### src/hw/rtl/lcs_pkg.sv
// Shared types and constants for the line centroid steering block.
package lcs_pkg;

   // Accumulator and divider widths
   localparam int unsigned SUM_W   = 28;
   localparam int unsigned COUNT_W = 19;
   localparam int unsigned STEP_W  = 5;

   // Widest line setting honored; larger settings are clamped to it
   localparam logic [10:0] MAX_WIDTH = 11'd1024;

   // Configuration register indexes
   localparam logic [1:0] CSR_LINE_WIDTH = 2'd0;
   localparam logic [1:0] CSR_COLOR_TOL  = 2'd1;

   // Configuration reset values
   localparam logic [10:0] LINE_WIDTH_RST = 11'd640;
   localparam logic [7:0]  COLOR_TOL_RST  = 8'd10;

   // Steering direction codes
   typedef enum logic [1:0] {
      DIR_LEFT    = 2'd0,
      DIR_RIGHT   = 2'd1,
      DIR_NONE    = 2'd2,
      DIR_CENTRED = 2'd3
   } dir_type;

   // Top-level sequencer states
   typedef enum logic {
      ST_IDLE = 1'b0,
      ST_DIV  = 1'b1
   } state_type;

endpackage

### src/hw/rtl/lcs_div.sv
// Bit-serial restoring divider: one quotient bit per cycle.
module lcs_div (
   input  logic                               clock,
   input  logic                               reset,
   input  logic                               load,
   input  logic [lcs_pkg::SUM_W-1:0]          dividend,
   input  logic [lcs_pkg::COUNT_W-1:0]        divisor,
   output logic                               done,
   output logic [lcs_pkg::SUM_W-1:0]          quotient
);

   localparam logic [lcs_pkg::STEP_W-1:0] LAST_STEP = lcs_pkg::STEP_W'(lcs_pkg::SUM_W - 1);

   logic                            run_ff,  run_in;
   logic                            done_ff, done_in;
   logic [lcs_pkg::STEP_W-1:0]      step_ff, step_in;
   logic [lcs_pkg::COUNT_W-1:0]     rem_ff,  rem_in;
   logic [lcs_pkg::SUM_W-1:0]       quo_ff,  quo_in;
   logic [lcs_pkg::COUNT_W-1:0]     dvs_ff,  dvs_in;
   logic [lcs_pkg::COUNT_W:0]       shifted;
   logic [lcs_pkg::COUNT_W+1:0]     trial;

   // shift in the next dividend bit and try a subtract
   assign shifted = {rem_ff, quo_ff[lcs_pkg::SUM_W-1]};
   assign trial   = {1'b0, shifted} - {2'b00, dvs_ff};

   always_comb begin
      run_in  = run_ff;
      done_in = 1'b0;
      step_in = step_ff;
      rem_in  = rem_ff;
      quo_in  = quo_ff;
      dvs_in  = dvs_ff;
      if (load) begin
         run_in  = 1'b1;
         step_in = '0;
         rem_in  = '0;
         quo_in  = dividend;
         dvs_in  = divisor;
      end else if (run_ff) begin
         // keep the difference when it does not borrow
         if (trial[lcs_pkg::COUNT_W+1]) begin
            rem_in = shifted[lcs_pkg::COUNT_W-1:0];
         end else begin
            rem_in = trial[lcs_pkg::COUNT_W-1:0];
         end
         quo_in  = {quo_ff[lcs_pkg::SUM_W-2:0], ~trial[lcs_pkg::COUNT_W+1]};
         step_in = step_ff + 1'b1;
         if (step_ff == LAST_STEP) begin
            run_in  = 1'b0;
            done_in = 1'b1;
         end
      end
   end

   always_ff @(posedge clock) begin
      if (reset) begin
         run_ff  <= 1'b0;
         done_ff <= 1'b0;
      end else begin
         run_ff  <= run_in;
         done_ff <= done_in;
      end
   end

   always_ff @(posedge clock) begin
      step_ff <= step_in;
      rem_ff  <= rem_in;
      quo_ff  <= quo_in;
      dvs_ff  <= dvs_in;
   end

   assign done     = done_ff;
   assign quotient = quo_ff;

endmodule

### src/hw/rtl/line_centroid_steering.sv
// Top level: grey edge-pixel column accumulation and end-of-frame steering result.
//
// Channel   Ports                               Handshake
// req       start, busy, req_*                  beat taken when start & !busy
// rsp       rsp_valid, rsp_*                    one-cycle strobe, no back-pressure
// csr       csr_valid, csr_ready, csr_index/data write when valid & ready
//
// Ordinary pixels leave busy low and stream one per cycle until a frame end raises busy.
// A pixel with frame_end set raises busy while the bit-serial divider runs (one quotient bit
// per cycle for the 28-bit column sum) and while the result is formed.
// The result strobes on rsp_valid in the first cycle with busy low again.
// Synchronous reset clears the accumulators and the sequencer and restores the
// configuration defaults.
// The receiver cannot stall; the csr channel is always ready.
module line_centroid_steering (
   input  logic        clock,
   input  logic        reset,
   // pixel input
   input  logic        start,
   output logic        busy,
   input  logic [7:0]  req_red,
   input  logic [7:0]  req_green,
   input  logic [7:0]  req_blue,
   input  logic        req_edge_mark,
   input  logic [9:0]  req_column,
   input  logic        req_frame_end,
   // result output
   output logic        rsp_valid,
   output logic [1:0]  rsp_direction,
   output logic signed [10:0] rsp_offset,
   // configuration
   input  logic        csr_valid,
   output logic        csr_ready,
   input  logic [1:0]  csr_index,
   input  logic [10:0] csr_data
);

   localparam logic [lcs_pkg::SUM_W-1:0]   SUM_MAX   = '1;
   localparam logic [lcs_pkg::COUNT_W-1:0] COUNT_MAX = '1;

   lcs_pkg::state_type               state_ff, state_in;
   logic [10:0]                      line_width_ff;
   logic [7:0]                       color_tol_ff;
   logic [lcs_pkg::SUM_W-1:0]        sum_ff,   sum_in;
   logic [lcs_pkg::COUNT_W-1:0]      count_ff, count_in;
   logic                             zero_ff,  zero_in;
   logic                             rsp_valid_ff, rsp_valid_in;
   logic [1:0]                       rsp_dir_ff,   rsp_dir_in;
   logic signed [10:0]               rsp_off_ff,   rsp_off_in;

   logic                             accept;
   logic                             load;
   logic [10:0]                      width_eff;
   logic [10:0]                      lo_bound;
   logic [11:0]                      width_x3;
   logic [10:0]                      hi_bound;
   logic [9:0]                       half;
   logic                             in_band;
   logic                             grey;
   logic                             counted;
   logic [lcs_pkg::SUM_W:0]          sum_wide;
   logic [lcs_pkg::SUM_W-1:0]        sum_next;
   logic [lcs_pkg::COUNT_W-1:0]      count_next;
   logic                             div_done;
   logic [lcs_pkg::SUM_W-1:0]        div_quo;
   logic signed [11:0]               diff;

   function automatic logic [7:0] abs_diff(input logic [7:0] a, input logic [7:0] b);
      abs_diff = (a >= b) ? (a - b) : (b - a);
   endfunction

   assign accept    = start && !busy;
   assign busy      = (state_ff != lcs_pkg::ST_IDLE);
   assign csr_ready = 1'b1;

   // configuration registers
   always_ff @(posedge clock) begin
      if (reset) begin
         line_width_ff <= lcs_pkg::LINE_WIDTH_RST;
         color_tol_ff  <= lcs_pkg::COLOR_TOL_RST;
      end else if (csr_valid && csr_ready) begin
         case (csr_index)
            lcs_pkg::CSR_LINE_WIDTH: line_width_ff <= csr_data;
            lcs_pkg::CSR_COLOR_TOL:  color_tol_ff  <= csr_data[7:0];
            default: ;
         endcase
      end
   end

   // middle-half window and centre column
   assign width_eff = (line_width_ff > lcs_pkg::MAX_WIDTH) ? lcs_pkg::MAX_WIDTH : line_width_ff;
   assign lo_bound  = {2'b00, width_eff[10:2]};
   assign width_x3  = {width_eff, 1'b0} + {1'b0, width_eff};
   assign hi_bound  = {1'b0, width_x3[11:2]};
   assign half      = width_eff[10:1];

   // qualify the pixel
   assign in_band = ({1'b0, req_column} >= lo_bound) && ({1'b0, req_column} <= hi_bound);
   assign grey    = (abs_diff(req_red,   req_green) <= color_tol_ff) &&
                    (abs_diff(req_red,   req_blue)  <= color_tol_ff) &&
                    (abs_diff(req_green, req_blue)  <= color_tol_ff);
   assign counted = req_edge_mark && in_band && grey;

   // saturating accumulate
   assign sum_wide = {1'b0, sum_ff} + {{(lcs_pkg::SUM_W-9){1'b0}}, req_column};
   always_comb begin
      sum_next   = sum_ff;
      count_next = count_ff;
      if (counted) begin
         sum_next = sum_wide[lcs_pkg::SUM_W] ? SUM_MAX : sum_wide[lcs_pkg::SUM_W-1:0];
         if (count_ff != COUNT_MAX) begin
            count_next = count_ff + 1'b1;
         end
      end
   end

   assign load = accept && req_frame_end;

   lcs_div u_div (
      .clock    (clock),
      .reset    (reset),
      .load     (load),
      .dividend (sum_next),
      .divisor  (count_next),
      .done     (div_done),
      .quotient (div_quo)
   );

   // offset of the centre column from the mean column (centre minus mean)
   assign diff = $signed({2'b00, half}) - $signed({1'b0, div_quo[10:0]});

   // sequencer next state and result
   always_comb begin
      state_in     = state_ff;
      sum_in       = sum_ff;
      count_in     = count_ff;
      zero_in      = zero_ff;
      rsp_valid_in = 1'b0;
      rsp_dir_in   = rsp_dir_ff;
      rsp_off_in   = rsp_off_ff;
      case (state_ff)
         lcs_pkg::ST_IDLE: begin
            if (accept) begin
               if (req_frame_end) begin
                  zero_in  = (count_next == '0);
                  sum_in   = '0;
                  count_in = '0;
                  state_in = lcs_pkg::ST_DIV;
               end else begin
                  sum_in   = sum_next;
                  count_in = count_next;
               end
            end
         end
         lcs_pkg::ST_DIV: begin
            if (div_done) begin
               rsp_valid_in = 1'b1;
               state_in     = lcs_pkg::ST_IDLE;
               if (zero_ff) begin
                  rsp_dir_in = lcs_pkg::DIR_NONE;
                  rsp_off_in = '0;
               end else begin
                  rsp_off_in = diff[10:0];
                  if (diff > 0) begin
                     rsp_dir_in = lcs_pkg::DIR_LEFT;
                  end else if (diff < 0) begin
                     rsp_dir_in = lcs_pkg::DIR_RIGHT;
                  end else begin
                     rsp_dir_in = lcs_pkg::DIR_CENTRED;
                  end
               end
            end
         end
         default: begin
            state_in = lcs_pkg::ST_IDLE;
         end
      endcase
   end

   always_ff @(posedge clock) begin
      if (reset) begin
         state_ff     <= lcs_pkg::ST_IDLE;
         sum_ff       <= '0;
         count_ff     <= '0;
         rsp_valid_ff <= 1'b0;
      end else begin
         state_ff     <= state_in;
         sum_ff       <= sum_in;
         count_ff     <= count_in;
         rsp_valid_ff <= rsp_valid_in;
      end
   end

   always_ff @(posedge clock) begin
      zero_ff    <= zero_in;
      rsp_dir_ff <= rsp_dir_in;
      rsp_off_ff <= rsp_off_in;
   end

   assign rsp_valid     = rsp_valid_ff;
   assign rsp_direction = rsp_dir_ff;
   assign rsp_offset    = rsp_off_ff;

`ifndef ASSERT_OFF
   // a frame end starts the divide and clears the accumulators
   a_frame_end_busy: assert property (@(posedge clock) disable iff (reset)
      load |=> busy && (sum_ff == '0) && (count_ff == '0))
      else $error("frame end did not start the divide");

   // divider finishes only while the sequencer waits for it
   a_done_in_div: assert property (@(posedge clock) disable iff (reset)
      div_done |-> (state_ff == lcs_pkg::ST_DIV))
      else $error("divider done outside divide state");

   // one result per frame: the strobe is never held
   a_single_rsp: assert property (@(posedge clock) disable iff (reset)
      rsp_valid |=> !rsp_valid)
      else $error("result strobe held");

   // no line found always reports zero offset
   a_none_zero: assert property (@(posedge clock) disable iff (reset)
      (rsp_valid && (rsp_direction == lcs_pkg::DIR_NONE)) |-> (rsp_offset == '0))
      else $error("nonzero offset with no line");
`endif

endmodule
### config.mk
export PLATFORM = sky130hd
export DESIGN_NAME = line_centroid_steering
export DESIGN_NICKNAME = d
export VERILOG_FILES = /design/src/hw/rtl/lcs_pkg.sv /design/src/hw/rtl/lcs_div.sv /design/src/hw/rtl/line_centroid_steering.sv
export SDC_FILE = /design/constraint.sdc
export NUM_CORES = 1
export LEC_CHECK = 0
export ABC_AREA = 1
export BUFFER_PORTS_ARGS = -buffer_cell sky130_fd_sc_hd__buf_2
export CAP_MARGIN = 10
export CORE_MARGIN = 2
export CORE_UTILIZATION = 60
export DETAILED_ROUTE_END_ITERATION = 8
export PLACE_DENSITY_LB_ADDON = 0.15
export SLEW_MARGIN = 10
export SYNTH_ARGS = -nofsm -noshare
export SYNTH_HDL_FRONTEND = slang
export SYNTH_HIERARCHICAL = 1
export SYNTH_SLANG_ARGS = --single-unit
### constraint.sdc
create_clock -name clock -period 8.3 [get_ports clock]
set_input_delay 0 -clock clock [delete_from_list [all_inputs] [get_ports clock]]
set_output_delay 0 -clock clock [all_outputs]
set_load 0.02 [all_outputs]
# Word level (Yosys, flattened, before mapping)
# Index checks and enable logic that the tools add are counted.
[word_totals] out_inout_bits=16 reg_bits=155 in_bits=53
[classes] magnitude_cmp=11 reduce_logical=19 addsub=12 eq_ne=3 n_bitwise=3 n_mux=24
[op_table] op="$mux 28" count=5
[op_table] op="$mux 19" count=4
[op_table] op="$sub 8x8->8" count=6
[op_table] op="$add 28x10->29" count=1
[op_table] op="$ge 8x8->1" count=3
[op_table] op="$le 8x8->1" count=3
[op_table] op="$mux 8" count=3
[op_table] op="$sub 20x19->21" count=1
[op_table] op="$add 19x1->19 const B" count=1
[op_table] op="$logic_not 19->1" count=1
[op_table] op="$ne 19x19->1 const B" count=1
[op_table] op="$add 12x11->12" count=1
[op_table] op="$gt 12x1->1 const B" count=1
[op_table] op="$lt 12x1->1 const B" count=1
[op_table] op="$sub 10x11->12" count=1
[op_table] op="$gt 11x11->1 const B" count=1
[op_table] op="$mux 11" count=1
[op_table] op="$ge 10x9->1" count=1
[op_table] op="$le 10x10->1" count=1
[op_table] op="$mux 1" count=8
[op_table] op="$reduce_and 2->1" count=4
[op_table] op="$logic_and 1x1->1" count=7
[op_table] op="$add 5x1->5 const B" count=1
[op_table] op="$eq 5x5->1 const B" count=1
[op_table] op="other kinds (10)" count=14

# Longest topological paths before layout
# Gate-level depths: netlist of the first run.
[depth] ltp_word=9 ltp_mapped=34 mapped_depth_nobuf=33

# By module
# Netlist of the first run, hierarchy kept.
[modules_own_cells] mod="line_centroid_steering" cells_each=1469 area_per_inst_um2=9445.3 seq_area_each_um2=1781.7 instances=1
[modules_own_cells] mod="lcs_div" cells_each=579 area_per_inst_um2=4290.4 seq_area_each_um2=1931.9 instances=1

# Least setup slack after synthesis of the first run
# No wires, ideal clock.
[synth_timing] kind="register to register" startpoint="register line_width_ff[3]" endpoint="register u_div.quo_ff (netlist bit u_div/quotient[21]), data pin" arrival_time_ps=4232 synth_period_minus_slack_ps=4485 path_stages_with_launch=33 setup_time_ps=253 path_buffers=2 slack_ps=3815 path_cell_list="dfxtp_1 nor2_1 nand3_1 nor3_1 nand2_1 nand2_1 inv_1 nor2_1 inv_1 fa_1 nor4_1 nor2_1 nor2_1 nor2_1 o21bai_1 a21o_1 nor2_1 a21oi_1 ha_1 a21o_1 nor2_1 nand3_1 nand2_1 inv_2 nor2_4 nand2_4 inv_2 buf_4 buf_2 nand4_1 and2_1 nand2_1 nand2_1"
[synth_via] elab_chain_len=9 elab_cells_between_ends=10 cone_classes="add/sub: 1; order compare: 3; mux: 3; reduce/logical: 3"
[synth_lines] element="start, declared" line="line_centroid_steering.sv:42" text="logic [10:0] line_width_ff;"
[synth_lines] element="start signal, assigned" line="line_centroid_steering.sv:79" text="line_width_ff <= lcs_pkg::LINE_WIDTH_RST;"
[synth_lines] element="start signal, assigned" line="line_centroid_steering.sv:83" text="lcs_pkg::CSR_LINE_WIDTH: line_width_ff <= csr_data;"
[synth_lines] element="$gt 11x11->1" line="line_centroid_steering.sv:91" text="assign width_eff = (line_width_ff > lcs_pkg::MAX_WIDTH) ? lcs_pkg::MAX_WIDTH : line_width_ff;"
[synth_lines] element="$mux 11 *" line="line_centroid_steering.sv:91"
[synth_lines] element="$add 12x11->12" line="line_centroid_steering.sv:93" text="assign width_x3 = {width_eff, 1'b0} + {1'b0, width_eff};"
[synth_lines] element="$le 10x10->1" line="line_centroid_steering.sv:98" text="assign in_band = ({1'b0, req_column} >= lo_bound) && ({1'b0, req_column} <= hi_bound);"
[synth_lines] element="$logic_and 1x1->1 *" line="line_centroid_steering.sv:98"
[synth_lines] element="$logic_and 1x1->1 * (2 in series)" line="line_centroid_steering.sv:102" text="assign counted = req_edge_mark && in_band && grey;"
[synth_lines] element="$mux 28 *" line="line_centroid_steering.sv:109" text="if (counted) begin"
[synth_lines] element="via sum_next, one bit" line="line_centroid_steering.sv:62" text="logic [lcs_pkg::SUM_W-1:0] sum_next;"
[synth_lines] element="$mux 28 *" line="lcs_div.sv:34" text="if (load) begin"
[synth_lines] element="via u_div.quo_in, one bit" line="lcs_div.sv:18" text="logic [lcs_pkg::SUM_W-1:0] quo_ff, quo_in;"
[synth_lines] element="end signal, assigned" line="lcs_div.sv:69" text="quo_ff <= quo_in;"
[synth_lines] element="end, declared" line="lcs_div.sv:18"
# The timed path passes the listed nets; every way through them passes the cells marked *.
# A chain may end at the register's enable or synchronous reset.

# Worst setup path after layout of the first run
[layout_timing] startpoint="register line_width_ff[4]" endpoint="register u_div.quo_ff (netlist bit u_div/quotient[27]), data pin"
# The elaborated chain is that of the path after synthesis.

==> results.json, run 1 <==
{
  "cp_top_family": "simple AND/OR/NAND/NOR gates",
  "track_usage_pct": 31.08,
  "drv_cap": 0,
  "pin_count": 69,
  "ys_seq_elements": 155,
  "ys_async_sr_fraction_pct": 0,
  "dp_slack_ns": 2.350,
  "cp_max_fo": 39,
  "hold_violations": 0,
  "postCtsSetupRepairBufs": 0,
  "cts_resized": 0,
  "fin_nets": 2302,
  "cp_num_buf_inv": 4,
  "arrival_ns": 6.22,
  "port_buffers": 67,
  "drv_slew": 0,
  "clk_pin_slew_worst_paths_ns": 0.07,
  "synth.distinct_cells": 55,
  "numClockSinks": 155,
  "layout_min_cycle_time_ns": 6.032,
  "place_congestion": 0.9829,
  "ys_warn_count": 6,
  "min_path_type": "in2reg",
  "antenna_found_initial": 0,
  "vias": 13350,
  "core_area_um2": 22570,
  "gr-total-overflow": 0,
  "rsz0062_at_grt": "no",
  "avgSynthCellArea_um2": 6.707,
  "routedWlPerCell_um": 15.42,
  "mostFrequentLayoutCells": "635 x nand2_1, 297 x inv_1, 137 x ha_1",
  "die-area_um2": 24120,
  "tns_ns": 0,
  "drtIter0Drc": 1324,
  "slowest_stage": "inv_2",
  "multi_input_area_um2": 8589,
  "cts_buffers": 17,
  "fin_util_pct": 66.23,
  "drc": 0,
  "n_antenna_cell": 0,
  "initial_core_util_pct": 60.85,
  "viasPerCell": 5.560,
  "die_w_um": 155.3,
  "slew_headroom_pct": 45.32,
  "final_antenna_net_count": 0,
  "clk_latency_ns": 0.44,
  "peakVddDrop_mv": 0.1121,
  "grt_pass1_wl_um": 60460,
  "path_class": "reg2reg",
  "cts_root_buf": "clkbuf_16",
  "drt-total-wl_um": 37000,
  "fillers": 2059,
  "crit_path_frequent_cell": "nor2_1",
  "htreeDepth": 4,
  "fmax_mhz": 165.8,
  "grt_pass1_vias": 12200,
  "seq_area_um2": 3714,
  "outcome": "finished, final reports clean",
  "drt_first_pass_iters": 6,
  "rr_startpoint": "line_width_ff[4]$_SDFFE_PP0P_",
  "drive_above_1_share_pct": 8.747,
  "grt_max_degree": 53,
  "area_growth_syn_to_layout_pct": 8.836,
  "worst_slew_pin_slew_ns": 0.8140,
  "cp-startpoint": "line_width_ff[4]$_SDFFE_PP0P_",
  "synth_edf_count": 61,
  "cts_buffer_depth": 2,
  "required_ns": 8.49,
  "cts_tree": "built",
  "hold_buffers": 13,
  "worst_hold_slack_ns": 0.03026,
  "max_stage_delay_ns": 0.61,
  "netlist_instances": 2048,
  "yosysSeqAreaShare_pct": 27.04,
  "leakage_nw": 7.483,
  "die_h_um": 155.3,
  "finClkSkew_ns": 0.01424,
  "hold_start": "csr_index[1]",
  "rows": 55,
  "r2r_slack_ns": 2.27,
  "min_period_over_period_pct": 72.67,
  "endpoint_kind": "flop",
  "setup_viol": 0,
  "p_per_area_nw_per_um2": 177.9,
  "final_common_cell": "nand2_1",
  "hpwlAfterDp_um": 27840,
  "fin_ws_ns": 2.268,
  "synth_ff_type": "dfxtp_1",
  "synth_area_um2": 13740,
  "syn-num-nets": 2248,
  "cp-start-kind": "flop"
}
## area by class of cell
type	count	share of cell area (%)
repair buffers	87	3.465
well taps	285	2.385
inverters	316	7.934
clock buffers	17	2.846
flip-flops and latches	155	24.84
clock inverters	15	1.071
multi-input cells	1525	57.46
## through the flow
stage,total power [W],cells,instance area [um^2]
after floorplan,0.001631,2048,13740
after global placement,0.001823,2355,14230
after detailed placement,0.001846,2355,14230
after CTS,0.002653,2400,14950
after global routing,0.002819,2400,14950
final,0.002659,2400,14950
## flip-flops by register name, indices dropped and copies added (netlist names)
| name | flops |
|---|---|
| busy | 1 |
| color_tol_ff | 8 |
| count_ff | 19 |
| line_width_ff | 11 |
| rsp_direction | 2 |
| rsp_offset | 11 |
| rsp_valid | 1 |
| sum_ff | 28 |
| u_div/done | 1 |
| u_div/dvs_ff | 19 |
| u_div/quotient | 28 |
| u_div/rem_ff | 19 |
| u_div/run_ff | 1 |
| u_div/step_ff | 5 |
| zero_ff | 1 |
## final timing paths
| kind | endpoint | cells after the start |
|---|---|---|
| worst min-delay path | line_width_ff[7]$_SDFFE_PP1P_ | 4 |
| worst max-delay path | u_div/quotient[27]$_DFFE_PP_ | 30 |
| worst max register to register | u_div/quotient[27]$_DFFE_PP_ | 30 |
| worst min register to register | u_div/step_ff[4]$_SDFFE_PP0P_ | 1 |
## worst reg2reg max path, delay by kind of cell (launching register included)
family | cells | cell delay, ns
and+or+nand+nor | 20 | 3.09
adders and majority gates | 2 | 0.76
DFF | 1 | 0.33
buffers and inverters | 4 | 0.92
AOI/OAI and AO/OA | 4 | 0.69
## cell families (layout without fill, tap and decap cells)
group / after synthesis / after routing / synth area share [%]
AO/OA/AOI/OAI: 244 / 244 / 10.06
flip-flops: 155 / 155 / 27.04
XOR/XNOR: 61 / 61 / 3.890
buffers and inverters: 368 / 435 / 10.56
AND/OR/NAND/NOR: 1059 / 1059 / 33.49
multiplexers: 13 / 13 / 1.011
adder cells (fa/ha/maj): 147 / 147 / 13.94
other: 1 / 1 / 0.02730
## cell usage after synthesis (2+ instances only)
master	instances	area, um^2
nor4_1	8	50.05
a31oi_1	3	18.77
nor2_1	137	514.2
o21bai_1	4	30.03
o221ai_1	10	87.58
o21ai_0	50	250.2
clkinv_1	2	7.510
xnor2_1	22	192.7
o211ai_1	9	67.56
or2_2	22	137.6
buf_6	6	67.56
a221oi_1	2	17.52
nand4_1	54	337.8
nand2_1	636	2387
mux2i_1	6	60.06
nand3b_1	14	105.1
nand2_2	6	37.54
xor2_1	39	341.6
buf_2	13	65.06
o2111ai_2	2	30.03
buf_4	2	15.01
edfxtp_1	61	1832
mux2_2	7	78.83
clkbuf_1	30	112.6
nand3_1	136	680.7
o21ai_1	13	65.06
a21oi_1	133	665.6
dfxtp_1	94	1882
a21o_1	8	60.06
nor2_2	7	43.79
nor3_1	16	80.08
nand2_4	2	22.52
inv_2	16	60.06
nor2_4	4	45.04
nor3_2	2	20.02
ha_1	137	1714
and2_1	5	31.28
o21a_1	3	22.52
nand3_2	5	50.05
fa_1	10	200.2
inv_1	298	1119
## where the power goes
part	switching, W	internal [W]
clock network	0.000359	0.000448
logic	0.000620	0.000347
registers	0.0000366	0.000849
total	0.00101	0.00164
## routing by layer
layer	up-vias	GRT usage, %	part of all wire (%)
met5	-	0	0
li1	6723	-	-
met4	0	8.344	1.7
met2	524	48.23	43
met3	57	5.766	8.1
met1	6041	44.57	47
Note: power is estimated with default switching activity, not from simulation.
==> inputs of run 2 (changes only) <==
==> constraint.sdc (replaced) <==
create_clock -name clock -period 6.2 [get_ports clock]
set_input_delay 0 -clock clock [delete_from_list [all_inputs] [get_ports clock]]
set_output_delay 0 -clock clock [all_outputs]
set_load 0.02 [all_outputs]
==> run 2 against run 1 <==
Against the previous run:
- register-to-register slack worse by 1.7 ns
- largest cell class unchanged
- critical path type unchanged
- highest routed layer unchanged
- global-route usage up 0.15 points
- clock skew up 0.0064 ns
- critical endpoint is now u_div/quotient[21]$_DFFE_PP_
- sequential share of layout area about the same
- hold slack better by 0.015 ns
- power up 32%
==> results.json, run 2 (synthesis results as in run 1) <==
{
  "outcome": "finished, final reports clean",
  "fmax_mhz": 177.6,
  "core_area_um2": 22570,
  "cts_resized": 0,
  "grt_pass1_wl_um": 61110,
  "drive_above_1_share_pct": 8.696,
  "r2r_slack_ns": 0.57,
  "cp_max_fo": 38,
  "drtIter0Drc": 1088,
  "tns_ns": 0,
  "reg2reg_depth": 30,
  "hold_start": "req_frame_end",
  "p_int_w": 0.002198,
  "mostFrequentLayoutCells": "635 x nand2_1, 298 x inv_1, 137 x ha_1",
  "seq_area_um2": 3714,
  "pin_count": 69,
  "rows": 55,
  "finClkSkew_ns": 0.02067,
  "clk_pin_slew_worst_paths_ns": 0.07,
  "drt_first_pass_iters": 8,
  "rr_startpoint": "line_width_ff[3]$_SDFFE_PP0P_",
  "htreeDepth": 4,
  "p_per_area_nw_per_um2": 235.6,
  "required_ns": 6.38,
  "hold_end": "zero_ff$_DFFE_PP_",
  "arrival_ns": 5.81,
  "die_h_um": 155.3,
  "cts_root_buf": "clkbuf_16",
  "final_common_cell": "nand2_1",
  "drv_cap": 0,
  "place_congestion": 0.9673,
  "initial_core_util_pct": 60.85,
  "hold_violations": 0,
  "rsz0062_at_grt": "no",
  "cts_tree": "built",
  "peakVddDrop_mv": 0.1699,
  "setup_viol": 0,
  "multi_input_area_um2": 8589,
  "track_usage_pct": 31.24,
  "switching_share_pct": 37.58,
  "worst_hold_slack_ns": 0.04559,
  "min_period_over_period_pct": 90.83,
  "antenna_found_initial": 0,
  "die-area_um2": 24120,
  "hpwlAfterDp_um": 27810,
  "gr-total-overflow": 0,
  "postCtsSetupRepairBufs": 0,
  "worst_slew_pin_slew_ns": 1.141,
  "p_clk_share_pct": 29.7,
  "leakage_nw": 7.476,
  "port_buffers": 67,
  "max_stage_delay_ns": 0.49,
  "clk_latency_ns": 0.44,
  "path_class": "reg2reg",
  "p_sw_w": 0.001323,
  "dpl-instance-area_um2": 14230,
  "drv_slew": 0,
  "final_antenna_net_count": 0,
  "p_total_w": 0.003521,
  "routedWlPerCell_um": 15.43,
  "fin_nets": 2303,
  "fillers": 2034,
  "crit_path_frequent_cell": "nor2_1",
  "grt_max_degree": 52,
  "cts_buffer_depth": 2,
  "numClockSinks": 155,
  "drt-total-wl_um": 37040,
  "n_antenna_cell": 0,
  "slew_headroom_pct": 23.82,
  "cts_buffers": 17,
  "p_comb_share_pct": 36.7,
  "cp-start-kind": "flop",
  "vias": 13380,
  "whs_path_depth": 3,
  "drc": 0,
  "die_w_um": 155.3,
  "endpoint_kind": "flop",
  "min_path_type": "in2reg",
  "design_area_um2": 14950,
  "cp_num_buf_inv": 4,
  "cp_top_family": "simple AND/OR/NAND/NOR gates",
  "timing.rr.end": "u_div/quotient[21]$_DFFE_PP_",
  "grt_pass1_vias": 12400,
  "viasPerCell": 5.573,
  "layout_min_cycle_time_ns": 5.631,
  "p_seq_share_pct": 33.7,
  "slowest_stage": "fa_1",
  "area_growth_syn_to_layout_pct": 8.817
}
[run 2: per-layer routing]
| layer | track usage (%) | vias up | part of all wire (%) |
|---|---|---|---|
| met4 | 7.602 | 0 | 1.6 |
| met1 | 44.29 | 6102 | 47 |
| li1 | - | 6729 | - |
| met3 | 5.320 | 52 | 7.4 |
| met5 | 0 | - | 0 |
| met2 | 49.80 | 497 | 44 |
[run 2: what timing repair did]
item                                   CTS  global route
hold buffers                            14             0
setup endpoints to repair                0             0
endpoints found under the hold margin   19             0
[run 2: how the worst max path moves through the flow]
stage,startpoint,endpoint,slack [ns],cells after the start
after floorplan,line_width_ff[3]$_SDFFE_PP0P_,u_div/quotient[21]$_DFFE_PP_,1.71,32
after global placement,line_width_ff[3]$_SDFFE_PP0P_,u_div/quotient[17]$_DFFE_PP_,0.83,30
after detailed placement,line_width_ff[3]$_SDFFE_PP0P_,u_div/quotient[21]$_DFFE_PP_,0.62,30
after CTS,line_width_ff[3]$_SDFFE_PP0P_,u_div/quotient[17]$_DFFE_PP_,0.61,30
after global routing,line_width_ff[5]$_SDFFE_PP0P_,u_div/quotient[21]$_DFFE_PP_,0.09,28
final,line_width_ff[3]$_SDFFE_PP0P_,u_div/quotient[21]$_DFFE_PP_,0.57,30
[run 2: cell type report]
class	instances	area share (%)
Timing Repair Buffer	88	3.533
Clock buffer	20	2.921
Tap cell	285	2.386
Multi-Input combinational cell	1525	57.47
Inverter	316	7.936
Sequential cell	155	24.85
Clock inverter	12	0.9124
[run 2: worst min-delay path: cells and delay by family]
kind | cells | cell delay [ns]
buf+inv | 2 | 0.20
simple gates | 1 | 0.13
[run 2: per-stage QoR]
| step | setup slack, ns | std cells | util (%) |
|---|---|---|---|
| after floorplan | 1.715 | 2048 | - |
| after global placement | 0.8305 | 2355 | 63.06 |
| after detailed placement | 0.6250 | 2355 | 63.06 |
| after CTS | 0.6108 | 2401 | 66.22 |
| after global routing | 0.09396 | 2401 | 66.22 |
| final | 0.5686 | 2401 | 66.22 |
[run 2: power groups by stage]
stage | logic [W] | registers [W] | clock network, W
2_1_floorplan | 0.000993 | 0.00119 | 0
3_3_place_gp | 0.00124 | 0.00120 | 0
3_5_place_dp | 0.00126 | 0.00120 | 0
4_1_cts | 0.00128 | 0.00118 | 0.00105
5_1_grt | 0.00147 | 0.00119 | 0.00109
6_report | 0.00129 | 0.00118 | 0.00105
